==> config.mk <==
export PLATFORM = sky130hd
export DESIGN_NAME = psd_ctrl
export DESIGN_NICKNAME = d
export VERILOG_FILES = /design/src/design/assert_macros.svh /design/src/design/psd_pkg.sv /design/src/design/psd_ctrl.sv
export SDC_FILE = /design/constraint.sdc
export NUM_CORES = 1
export LEC_CHECK = 0
export BUFFER_PORTS_ARGS = -buffer_cell sky130_fd_sc_hd__buf_2
export CORE_MARGIN = 2
export CORE_UTILIZATION = 23
export DETAILED_ROUTE_END_ITERATION = 16
export PLACE_DENSITY = 0.43
export SKIP_LAST_GASP = 1
export SLEW_MARGIN = 20
export SYNTH_ARGS = -nofsm -noshare
export SYNTH_HDL_FRONTEND = slang
export SYNTH_SLANG_ARGS = --single-unit
==> constraint.sdc <==
create_clock -name clock -period 2.1 [get_ports clock]
set_input_delay 0.525 -clock clock [delete_from_list [all_inputs] [get_ports clock]]
set_output_delay 0.525 -clock clock [all_outputs]
set_load 0.01 [all_outputs]
==> src/design/assert_macros.svh <==
// Assertion helpers used by the decoder datapath.
`ifndef ASSERT_MACROS_SVH
`define ASSERT_MACROS_SVH

// Property checked at every rising clock edge outside reset.
`define PSD_ASSERT(label, clk, rst, prop) \
   label: assert property (@(posedge clk) disable iff (rst) (prop)) \
      else $error("decoder assertion failed");

// Condition that must never hold outside reset.
`define PSD_NEVER(label, clk, rst, cond) \
   `PSD_ASSERT(label, clk, rst, !(cond))

`endif

==> src/design/psd_pkg.sv <==
// ----------------------------------------------------------------------------
// psd_pkg
// Shared constants, codes, command/status types and scaling functions of the
// polygon stream decoder.
// ----------------------------------------------------------------------------
package psd_pkg;

   localparam int VT_DEPTH   = 256;
   localparam int VT_AW      = $clog2(VT_DEPTH);
   localparam int PS_DEPTH   = 15;
   localparam int PS_AW      = $clog2(PS_DEPTH + 1);
   // The block size must be a power of two.
   localparam int BLOCK_SIZE = 65536;
   localparam logic [15:0] BLOCK_MASK = 16'(BLOCK_SIZE - 1);

   localparam logic [7:0] CODE_EOF  = 8'hff;
   localparam logic [7:0] CODE_SKIP = 8'hfe;
   localparam logic [7:0] CODE_EOS  = 8'hfd;

   localparam logic [1:0] KIND_TRI = 2'd0;
   localparam logic [1:0] KIND_PAL = 2'd1;
   localparam logic [1:0] KIND_EOF = 2'd2;
   localparam logic [1:0] KIND_EOS = 2'd3;

   localparam logic [8:0] SCREEN_X_MAX = 9'd319;
   localparam logic [8:0] SCREEN_Y_MAX = 9'd239;

   typedef enum logic [2:0] {
      OUT_PAL,
      OUT_CLR0,
      OUT_CLR1,
      OUT_EOF,
      OUT_EOS,
      OUT_TRI
   } out_sel_type;

   typedef struct packed {
      logic        accept;
      logic        flags_load;
      logic        held_load;
      logic        mask_load;
      logic        bitpos_load;
      logic        bitpos_full;
      logic        vcount_load;
      logic        vt_write;
      logic        poly_load;
      logic        vstore;
      logic        vstore_table;
      logic        addr_clr;
      logic        fan_clr;
      logic        fan_inc;
      logic        cap_a;
      logic        cap_prev;
      logic        out_load;
      out_sel_type out_sel;
      logic        out_last;
   } cmd_type;

   typedef struct packed {
      logic [7:0] stream_byte;
      logic [2:0] flags;
      logic       full_found;
      logic       next_found;
      logic       vrem_last;
      logic       vdone;
      logic       size_ge3;
      logic       block_zero;
      logic       out_free;
      logic       fan_last;
   } status_type;

   // x * 125 / 100 is x * 5 / 4.
   function automatic logic [8:0] scale_x(input logic [7:0] v);
      logic [10:0] t;
      t = 11'(v) * 11'd5;
      return t[10:2];
   endfunction

   // y * 120 / 100 is y * 6 / 5; the division by five is a reciprocal multiply,
   // exact for the products that an 8-bit y gives.
   function automatic logic [8:0] scale_y(input logic [7:0] v);
      logic [10:0] t;
      logic [24:0] p;
      t = 11'(v) * 11'd6;
      p = 25'(t) * 25'd13108;
      return p[24:16];
   endfunction

endpackage

==> src/design/psd_ctrl.sv <==
// ----------------------------------------------------------------------------
// psd_ctrl
// Parse controller: tracks the stream phase and sequences the datapath.
// ----------------------------------------------------------------------------
module psd_ctrl (
   input  logic                clock,
   input  logic                reset,
   input  logic                req_valid,
   output logic                req_ready,
   input  psd_pkg::status_type status,
   output psd_pkg::cmd_type    cmd
);
   import psd_pkg::*;

   typedef enum logic [3:0] {
      S_IDLE, S_DECODE, S_FINISH, S_PAL, S_CLR0, S_CLR1, S_MARK,
      S_FAN_A, S_FAN_B, S_FAN_C, S_FAN_EMIT, S_FAN_FETCH
   } state_type;

   typedef enum logic [3:0] {
      PH_FLAGS, PH_MASK_HI, PH_MASK_LO, PH_PAL_HI, PH_PAL_LO, PH_VCOUNT,
      PH_VX, PH_VY, PH_DESC, PH_PIDX, PH_PX, PH_PY, PH_SKIP
   } phase_type;

   state_type state_ff, state_in;
   phase_type phase_ff, phase_in;
   logic      mark_eos_ff, mark_eos_in;

   assign req_ready = (state_ff == S_IDLE);

   always_ff @(posedge clock) begin
      if (reset) begin
         state_ff    <= S_IDLE;
         phase_ff    <= PH_FLAGS;
         mark_eos_ff <= 1'b0;
      end else begin
         state_ff    <= state_in;
         phase_ff    <= phase_in;
         mark_eos_ff <= mark_eos_in;
      end
   end

   always_comb begin
      logic [7:0] b;
      b           = status.stream_byte;
      state_in    = state_ff;
      phase_in    = phase_ff;
      mark_eos_in = mark_eos_ff;
      cmd         = '0;
      cmd.out_sel = OUT_TRI;

      unique case (state_ff)
         S_IDLE: begin
            if (req_valid) begin
               cmd.accept = 1'b1;
               state_in   = S_DECODE;
            end
         end
         S_DECODE: begin
            state_in = S_IDLE;
            unique case (phase_ff)
               PH_FLAGS: begin
                  cmd.flags_load = 1'b1;
                  if (b[1]) phase_in = PH_MASK_HI;
                  else state_in = S_FINISH;
               end
               PH_MASK_HI: begin
                  cmd.held_load = 1'b1;
                  phase_in      = PH_MASK_LO;
               end
               PH_MASK_LO: begin
                  cmd.mask_load = 1'b1;
                  if (status.full_found) begin
                     cmd.bitpos_load = 1'b1;
                     cmd.bitpos_full = 1'b1;
                     phase_in        = PH_PAL_HI;
                  end else begin
                     state_in = S_FINISH;
                  end
               end
               PH_PAL_HI: begin
                  cmd.held_load = 1'b1;
                  phase_in      = PH_PAL_LO;
               end
               PH_PAL_LO: state_in = S_PAL;
               PH_VCOUNT: begin
                  cmd.vcount_load = 1'b1;
                  phase_in        = (b != 8'd0) ? PH_VX : PH_DESC;
               end
               PH_VX: begin
                  cmd.held_load = 1'b1;
                  phase_in      = PH_VY;
               end
               PH_VY: begin
                  cmd.vt_write = 1'b1;
                  phase_in     = status.vrem_last ? PH_DESC : PH_VX;
               end
               PH_DESC: begin
                  priority if (b == CODE_EOF) begin
                     mark_eos_in = 1'b0;
                     phase_in    = PH_FLAGS;
                     state_in    = S_MARK;
                  end else if (b == CODE_SKIP) begin
                     mark_eos_in = 1'b0;
                     phase_in    = status.block_zero ? PH_FLAGS : PH_SKIP;
                     state_in    = S_MARK;
                  end else if (b == CODE_EOS) begin
                     mark_eos_in  = 1'b1;
                     cmd.addr_clr = 1'b1;
                     phase_in     = PH_FLAGS;
                     state_in     = S_MARK;
                  end else begin
                     cmd.poly_load = 1'b1;
                     if (b[3:0] != 4'd0) begin
                        phase_in = status.flags[2] ? PH_PIDX : PH_PX;
                     end
                  end
               end
               PH_PIDX, PH_PY: begin
                  cmd.vstore       = 1'b1;
                  cmd.vstore_table = (phase_ff == PH_PIDX);
                  if (phase_ff == PH_PY) phase_in = PH_PX;
                  if (status.vdone) begin
                     phase_in = PH_DESC;
                     if (status.size_ge3) begin
                        cmd.fan_clr = 1'b1;
                        state_in    = S_FAN_A;
                     end
                  end
               end
               PH_PX: begin
                  cmd.held_load = 1'b1;
                  phase_in      = PH_PY;
               end
               PH_SKIP: begin
                  if (status.block_zero) phase_in = PH_FLAGS;
               end
               default: phase_in = PH_FLAGS;
            endcase
         end
         S_FINISH: begin
            phase_in = status.flags[2] ? PH_VCOUNT : PH_DESC;
            state_in = status.flags[0] ? S_CLR0 : S_IDLE;
         end
         S_PAL: begin
            if (status.out_free) begin
               cmd.out_load = 1'b1;
               cmd.out_sel  = OUT_PAL;
               cmd.out_last = status.next_found || !status.flags[0];
               if (status.next_found) begin
                  cmd.bitpos_load = 1'b1;
                  phase_in        = PH_PAL_HI;
                  state_in        = S_IDLE;
               end else begin
                  state_in = S_FINISH;
               end
            end
         end
         S_CLR0: begin
            if (status.out_free) begin
               cmd.out_load = 1'b1;
               cmd.out_sel  = OUT_CLR0;
               state_in     = S_CLR1;
            end
         end
         S_CLR1: begin
            if (status.out_free) begin
               cmd.out_load = 1'b1;
               cmd.out_sel  = OUT_CLR1;
               cmd.out_last = 1'b1;
               state_in     = S_IDLE;
            end
         end
         S_MARK: begin
            if (status.out_free) begin
               cmd.out_load = 1'b1;
               cmd.out_sel  = mark_eos_ff ? OUT_EOS : OUT_EOF;
               cmd.out_last = 1'b1;
               state_in     = S_IDLE;
            end
         end
         // The polygon store has a registered read, so its data arrives in the cycle
         // after the fan index.
         S_FAN_A: begin
            cmd.fan_inc = 1'b1;
            state_in    = S_FAN_B;
         end
         S_FAN_B: begin
            cmd.cap_a   = 1'b1;
            cmd.fan_inc = 1'b1;
            state_in    = S_FAN_C;
         end
         S_FAN_C: begin
            cmd.cap_prev = 1'b1;
            state_in     = S_FAN_EMIT;
         end
         S_FAN_EMIT: begin
            if (status.out_free) begin
               cmd.out_load = 1'b1;
               cmd.out_sel  = OUT_TRI;
               cmd.out_last = status.fan_last;
               cmd.cap_prev = 1'b1;
               cmd.fan_inc  = 1'b1;
               state_in     = status.fan_last ? S_IDLE : S_FAN_FETCH;
            end
         end
         S_FAN_FETCH: state_in = S_FAN_EMIT;
         default: state_in = S_IDLE;
      endcase
   end

endmodule

==> results of run 1 <==
[layer usage]
| metal | routed length [um] | global-route usage (%) | up-vias |
|---|---|---|---|
| li1 | - | - | 864 |
| met1 | 2362 | 21.64 | 808 |
| met2 | 2251 | 23.90 | 52 |
| met3 | 265 | 2.159 | 7 |
| met4 | 60 | 4.310 | 0 |
| met5 | 0 | 0 | - |
[cell type report]
type                       count  share of cell area [%]
inverter                       8                   1.480
clock buffer                   4                   2.219
multi-input combinational    161                   55.80
sequential                     9                   9.001
tap                           72                   4.439
timing repair buffer          78                   27.07
[cell families (layout without fill, tap and decap cells)]
| logic type | count (synthesis) | count (layout) | share of synthesized area, % |
|---|---|---|---|
| and+or+nand+nor | 91 | 91 | 40.02 |
| buffers and inverters | 25 | 90 | 7.390 |
| muxes | 2 | 2 | 1.536 |
| DFF | 9 | 9 | 13.82 |
| AOI/OAI and AO/OA | 68 | 68 | 37.23 |
[stage by stage]
step	setup TNS (ps)	area [sq um]	setup WS [ps]	utilization (%)	total power, W
5_1_grt	-1197	2029	-188.6	36.86	0.001924
3_3_place_gp	-88.21	1708	-29.89	31.02	0.001348
4_1_cts	-556.8	1909	-131.1	34.67	0.001677
2_1_floorplan	0	1309	32.24	-	0.0009987
6_report	-638.8	2029	-152.6	36.86	0.001791
3_5_place_dp	-97.88	1708	-63.72	31.02	0.001337
[how the worst min path moves through the flow]
| stage | startpoint | to | slack [ps] |
|---|---|---|---|
| after floorplan | phase_ff[1] | phase_ff[1] | 570 |
| after global placement | mark_eos_ff | mark_eos_ff | 640 |
| after detailed placement | mark_eos_ff | mark_eos_ff | 630 |
| after CTS | reset | phase_ff[1] | 590 |
| after global routing | reset | phase_ff[3] | 600 |
| final | reset | phase_ff[1] | 600 |
[state kept, by name, indices dropped and copies added (netlist names)]
signal and cells:
mark_eos_ff 1, phase_ff 4, state_ff 4
[power by group]
group	switching (W)	leakage, nW	internal, W
Clock	0.0000727	0.0228	0.000133
Sequential	0.0000296	0.0744	0.000215
Combinational	0.000738	0.724	0.000604
Total	0.000840	0.821	0.000952
[timing repair]
action,CTS,global route
pin swaps,12,5
gates resized for setup,21,21
buffers inserted,10,10
setup endpoints to repair,14,16
hold buffers,0,0
endpoints found under the hold margin,0,0
[cell usage after synthesis, types with 2 or more instances]
cell        n
a21boi_0    2
a21o_1      4
a21oi_1    16
a221oi_2    3
a2bb2oi_1   2
a311oi_1    2
a31oi_1     2
and2_1      2
buf_1       2
buf_2       2
clkbuf_1   13
dfxtp_1     9
inv_1       8
mux2i_1     2
nand2_1    10
nand2b_1   10
nand3_1     3
nand3b_1    4
nand4_1     4
nand4bb_1   2
nor2_1     17
nor2b_1    10
nor3_1     12
nor4_1      6
o21a_1      2
o21ai_0    11
o21ai_1     3
o21bai_1    2
o22ai_1     2
o311a_1     2
o31ai_1     2
o32ai_1     4
or4_1       2
or4b_1      2
==> out/metrics.csv, run 1 <==
stage,metric,value,unit
sta,worst setup margin,-152.6,ps
synthesis,post-synthesis sequential area ratio,13.82,%
clock_tree,TritonCTS clock tree,done,
clock_tree,clock sinks,9,
synthesis,Synth Flop Type,dfxtp_1,
layout,"commonest non-fill, non-tap cells in the layout","buf_2, buf_4, a21oi_1, buf_6, nor2_1",
setup_path,WS Path Type,reg -> out,
clock_tree,clk buf depth,2,
worst_hold_path,Hold WC Path Type,in -> reg,
die,Ports,44,
layout,"commonest non-fill, non-tap cell in the layout",buf_2,
setup_path,crit path cell chain,or4b_4 -> buf_6 -> nor2_4 -> and4b_1 -> buf_2,
layout,nets@finish,283,
synthesis,post-synthesis register bit count,9,
die,core area,5507,sq um
grt,vias in the first global route,1566,
drt,WL final,4939,um
placed_design,Post-DP HPWL,3529,um
sta,"Slew Viols, Final",0,
layout,diode count,0,
die,row cnt,27,
sta,Final setup viols,11,
pwr,power per cell area,882.7,nW/um^2
setup_path,Worst R2R Setup Slack,50,ps
setup_path,Critical path buffers and inverters,2,
drt,Final ANT Viol Nets,0,
sta,Final Cycle Share,107.3,%
grt,initial antenna violation count,0,
synthesis,Synthesized Nets,217,
setup_path,Reg2Reg Launch Point,state_ff[2],
placed_design,I/O Buffers,42,
synthesis,count of different cell masters after synthesis,50,
status,outcome,"complete, but fails checks",
setup_path,crit-path leading delay family,simple AND/OR/NAND/NOR gates,
synthesis,Syn Area/Cell,6.686,sq um
synthesis,Synth Warn #,0,
setup_path,reg2reg path depth,12,
die,Die Y,79.29,um
synthesis,number of synthesized flops with an enable pin,0,
placed_design,placed instance count,314,
layout,fraction of layout cells with a size suffix above 1,41.92,%
grt,Congestion Overflow GR,0,
status,failing checks,negative setup slack,
sta,final hold violations,0,
grt,first-pass GRT wire length,7645,um
layout,area grow syn2layout,55.66,%
setup_path,data required time at the worst endpoint,1570,ps
setup_path,Worst Setup EP,cmd[9],
layout,FILL cells,599,
sta,fmax,0.4439,GHz
drt,Avg WL per Cell,14.88,um
layout,final std cells w/o fill,332,
sta,Hold WS,597.1,ps
drt,DRC,0,
grt,largest net degree at the start of global routing,23,
placed_design,gpl congestion,0.8384,
flow_run,Max-cap violations,0,
setup_path,Worst Setup Start Kind,register,
sta,RSZ-0062 raised after global routing,yes,
die,Initial Util,23.68,%
clock_tree,Root Driver,clkbuf_8,
setup_path,Slowest cell on crit path,or4b_4,
pwr,LEAKAGE,0.8214,nW
die,Die ar.,6287,sq um
drt,Vias/cell,5.214,
sta,Slew @ Worst Pin,409.3,ps
synthesis,main area contributors after synthesis,"dfxtp_1, a21oi_1, nor2_1",
synthesis,post-synthesis cell area,1304,sq um
setup_path,RR Endpoint,mark_eos_ff,
grt,GRT Total Usage,15.25,%
drt,DRT iter0 DRCs,88,
clock_tree,clock buffer count from CTS,3,
setup_path,CP peak stage delay,590,ps
synthesis,Mapped Cells,195,
clock_tree,H-tree Lvls,1,
pwr,worst vdd ir,249.9,uV
synthesis,Yosys top cell by area,dfxtp_1,
sta,Slew HR,72.46,%
setup_path,Crit Path Max Fanout,4,
setup_path,CP Capture Type,output port,
layout,Storage cell area,182.7,sq um
worst_hold_path,worst hold stages,2,
setup_path,Levels on crit path,5,
setup_path,worst setup path startpoint,state_ff[2],
layout,area of the multi-input gates,1132,sq um
clock_tree,"Reg clk slew, reported paths",50,ps
die,die width,79.29,um
sta,Worst Clk Skew,1.442,ps
synthesis,"Async S/R FF share, synth",0,%
synthesis,Synth top area share,13.82,%
clock_tree,clk_lat worst skew,230,ps
setup_path,worst path arrival time,1730,ps
drt,Initial DRT Pass Iterations,4,
sta,Final Critical Period,2253,ps
drt,vias,1731,
(Power assumes the default switching activity.)
==> inputs of run 2 (changes only) <==
- GPL_ROUTABILITY_DRIVEN: not set -> 0
- TNS_END_PERCENT: not set -> 10
==> run 2 against run 1 <==
The flow still finishes with violations (negative setup slack). Sequential share of layout area rose by 0.82 points. Setup slack improved by 13 ps. Via count fell by 2.0%. Critical path depth did not move. Routed wire length fell by 3.8%. Non-clock buffer count fell by 7. Combinational power fell by 13%. First-iteration DRC count fell by 51%. Count of clock-buffer cells in the layout did not move.
==> out/metrics.csv, run 2 (same netlist as run 1, synthesis figures left out) <==
stage,metric,value,unit,change
pwr,total power,0.001614,W,-9.9%
die,row cnt,27,,unchanged
placed_design,placed instance count,314,,unchanged
drt,Avg WL per Cell,14.62,um,-1.7%
clock_tree,Root Driver,clkbuf_8,,
die,Ports,44,,unchanged
grt,initial antenna violation count,0,,unchanged
sta,Slew @ Worst Pin,411.5,ps,+2.249 ps
layout,"commonest non-fill, non-tap cell in the layout",buf_2,,
placed_design,I/O Buffers,42,,unchanged
worst_hold_path,hold path start,reset,,
setup_path,worst setup path startpoint,state_ff[2],,
clock_tree,clk_lat worst skew,230,ps,about the same
drt,Initial DRT Pass Iterations,4,,unchanged
clock_tree,clock sinks,9,,unchanged
sta,Worst Clk Skew,0.9318,ps,-0.5097 ps
setup_path,Reg2Reg Launch Point,state_ff[2],,
pwr,cell-internal power,0.0008510,W,-11%
layout,Finished Cell Area,1847,sq um,-9.0%
setup_path,CP Capture Type,output port,,
setup_path,data required time at the worst endpoint,1570,ps,about the same
drt,Vias/cell,5.218,,about the same
sta,worst setup margin,-139.2,ps,+13.45 ps
setup_path,Worst Setup Start Kind,register,,
drt,DRC,0,,unchanged
clock_tree,TritonCTS clock tree,done,,
pwr,worst vdd ir,259.7,uV,+3.9%
worst_hold_path,worst hold stages,2,,unchanged
sta,Final setup viols,10,,-1
clock_tree,clock buffer count from CTS,3,,unchanged
die,Die ar.,6287,sq um,unchanged
sta,"Slew Viols, Final",0,,unchanged
pwr,power per cell area,874.2,nW/um^2,-0.96%
status,failing checks,negative setup slack,,
placed_design,Post-DP HPWL,3529,um,unchanged
setup_path,Crit Path Max Fanout,4,,unchanged
grt,first-pass GRT wire length,7534,um,-1.5%
clock_tree,H-tree Lvls,1,,unchanged
layout,fraction of layout cells with a size suffix above 1,35.18,%,-6.7 points
sta,Hold WS,595.0,ps,-2.073 ps
layout,area grow syn2layout,41.65,%,
die,core area,5507,sq um,unchanged
setup_path,WS Path Type,reg -> out,,
layout,FILL cells,608,,+1.5%
layout,nets@finish,276,,-2.5%
die,Die Y,79.29,um,unchanged
layout,Largest regs,"phase_ff (4), state_ff (4), mark_eos_ff (1)",,
sta,RSZ-0062 raised after global routing,yes,,
pwr,Flop pwr share,14.8,%,+1.1 points
layout,final std cells w/o fill,325,,-2.1%
clock_tree,"Reg clk slew, reported paths",50,ps,about the same
setup_path,Worst R2R Setup Slack,0,ps,-50 ps
die,Initial Util,23.68,%,unchanged
grt,GRT Total Usage,15.04,%,-0.21 points
placed_design,dpl cell area,1708,sq um,unchanged
die,die width,79.29,um,unchanged
clock_tree,cts hold-fix bufs,0,,unchanged
grt,vias in the first global route,1543,,-1.5%
grt,largest net degree at the start of global routing,23,,unchanged
drt,vias,1696,,-2.0%
layout,diode count,0,,unchanged
flow_run,Max-cap violations,0,,unchanged
setup_path,worst path arrival time,1710,ps,-20 ps
layout,area of the multi-input gates,1061,sq um,-6.3%
pwr,clock share of power,12.8,%,+1.3 points
setup_path,reg2reg path depth,12,,unchanged
sta,Slew HR,72.31,%,-0.15 points
pwr,Gate power share,72.5,%,-2.4 points
drt,DRT iter0 DRCs,43,,-51%
status,outcome,"complete, but fails checks",,
pwr,switching power,0.0007635,W,-9.1%
layout,"commonest non-fill, non-tap cells in the layout","buf_2, buf_4, nor2_1, a21oi_1",,
clock_tree,clk buf depth,2,,unchanged
worst_hold_path,Hold WC Path Type,in -> reg,,
pwr,Sw Ratio,47.29,%,+0.41 points
layout,final core occ,33.54,%,-3.3 points
sta,fmax,0.4466,GHz,+0.60%
pwr,LEAKAGE,0.7697,nW,-6.3%
layout,Storage cell area,181.4,sq um,-0.68%
drt,Final ANT Viol Nets,0,,unchanged
sta,final hold violations,0,,unchanged
drt,WL final,4752,um,-3.8%
sta,Final Critical Period,2239,ps,-13.45 ps
sta,Final Cycle Share,106.6,%,-0.64 points
grt,Congestion Overflow GR,0,,unchanged
## run 2: changes by cell type in the layout (fill, tap and decap cells not counted), moves of 2 or more
cell | previous run | this run
buf_2 | 40 | 42
buf_4 | 22 | 26
buf_6 | 15 | 3
nor2_1 | 14 | 16
nor2b_1 | 7 | 9
nor2b_2 | 3 | 1
nor3_1 | 8 | 11
nor3_2 | 3 | 0
## run 2: worst max-delay path, stage by stage (launching register included)
cell	delay [ps]
dfxtp_2	310
or4b_4	590
buf_6	160
nor2_4	80
and4b_1	210
buf_2	130
## run 2: path summary, 6_finish.rpt
check,endpoint
setup / recovery,cmd[9]
hold / removal,phase_ff[1]
setup reg to reg,mark_eos_ff
hold reg to reg,mark_eos_ff
## run 2: layout make-up
class	instances	share of cell area (%)
sequential	9	9.824
timing repair buffer	71	23.78
tap	72	4.878
clock buffer	4	2.439
multi-input combinational	161	57.45
inverter	8	1.626
## run 2: metrics by stage
step	setup TNS [ps]	worst slack, ps
global route	-1710	-189.3
finish	-654.7	-139.2
CTS	-759.7	-132.1
global placement	-88.21	-29.89
detailed placement	-97.88	-63.72
floorplan	0	32.24
## run 2: timing repair
item	CTS	global route
endpoints found under the setup margin	14	15
setup buffers	7	0
gates cloned	0	0
pin swaps	4	0
resized for setup	10	1
## run 2: power groups by stage
stage	Clock (W)	Combinational [W]	Sequential, W
floorplan	0	0.000738	0.000261
global placement	0	0.00111	0.000241
detailed placement	0	0.00110	0.000242
CTS	0.000210	0.00117	0.000239
global route	0.000215	0.00128	0.000242
finish	0.000206	0.00117	0.000238
## run 2: routing by layer
layer	share of wire, %	routed length [um]	vias up	track usage (%)
li1	-	-	855	-
met1	49	2333	780	21.64
met2	44	2071	54	23.14
met3	6.1	291	7	2.159
met4	1.2	56	0	4.310
met5	0	0	-	0
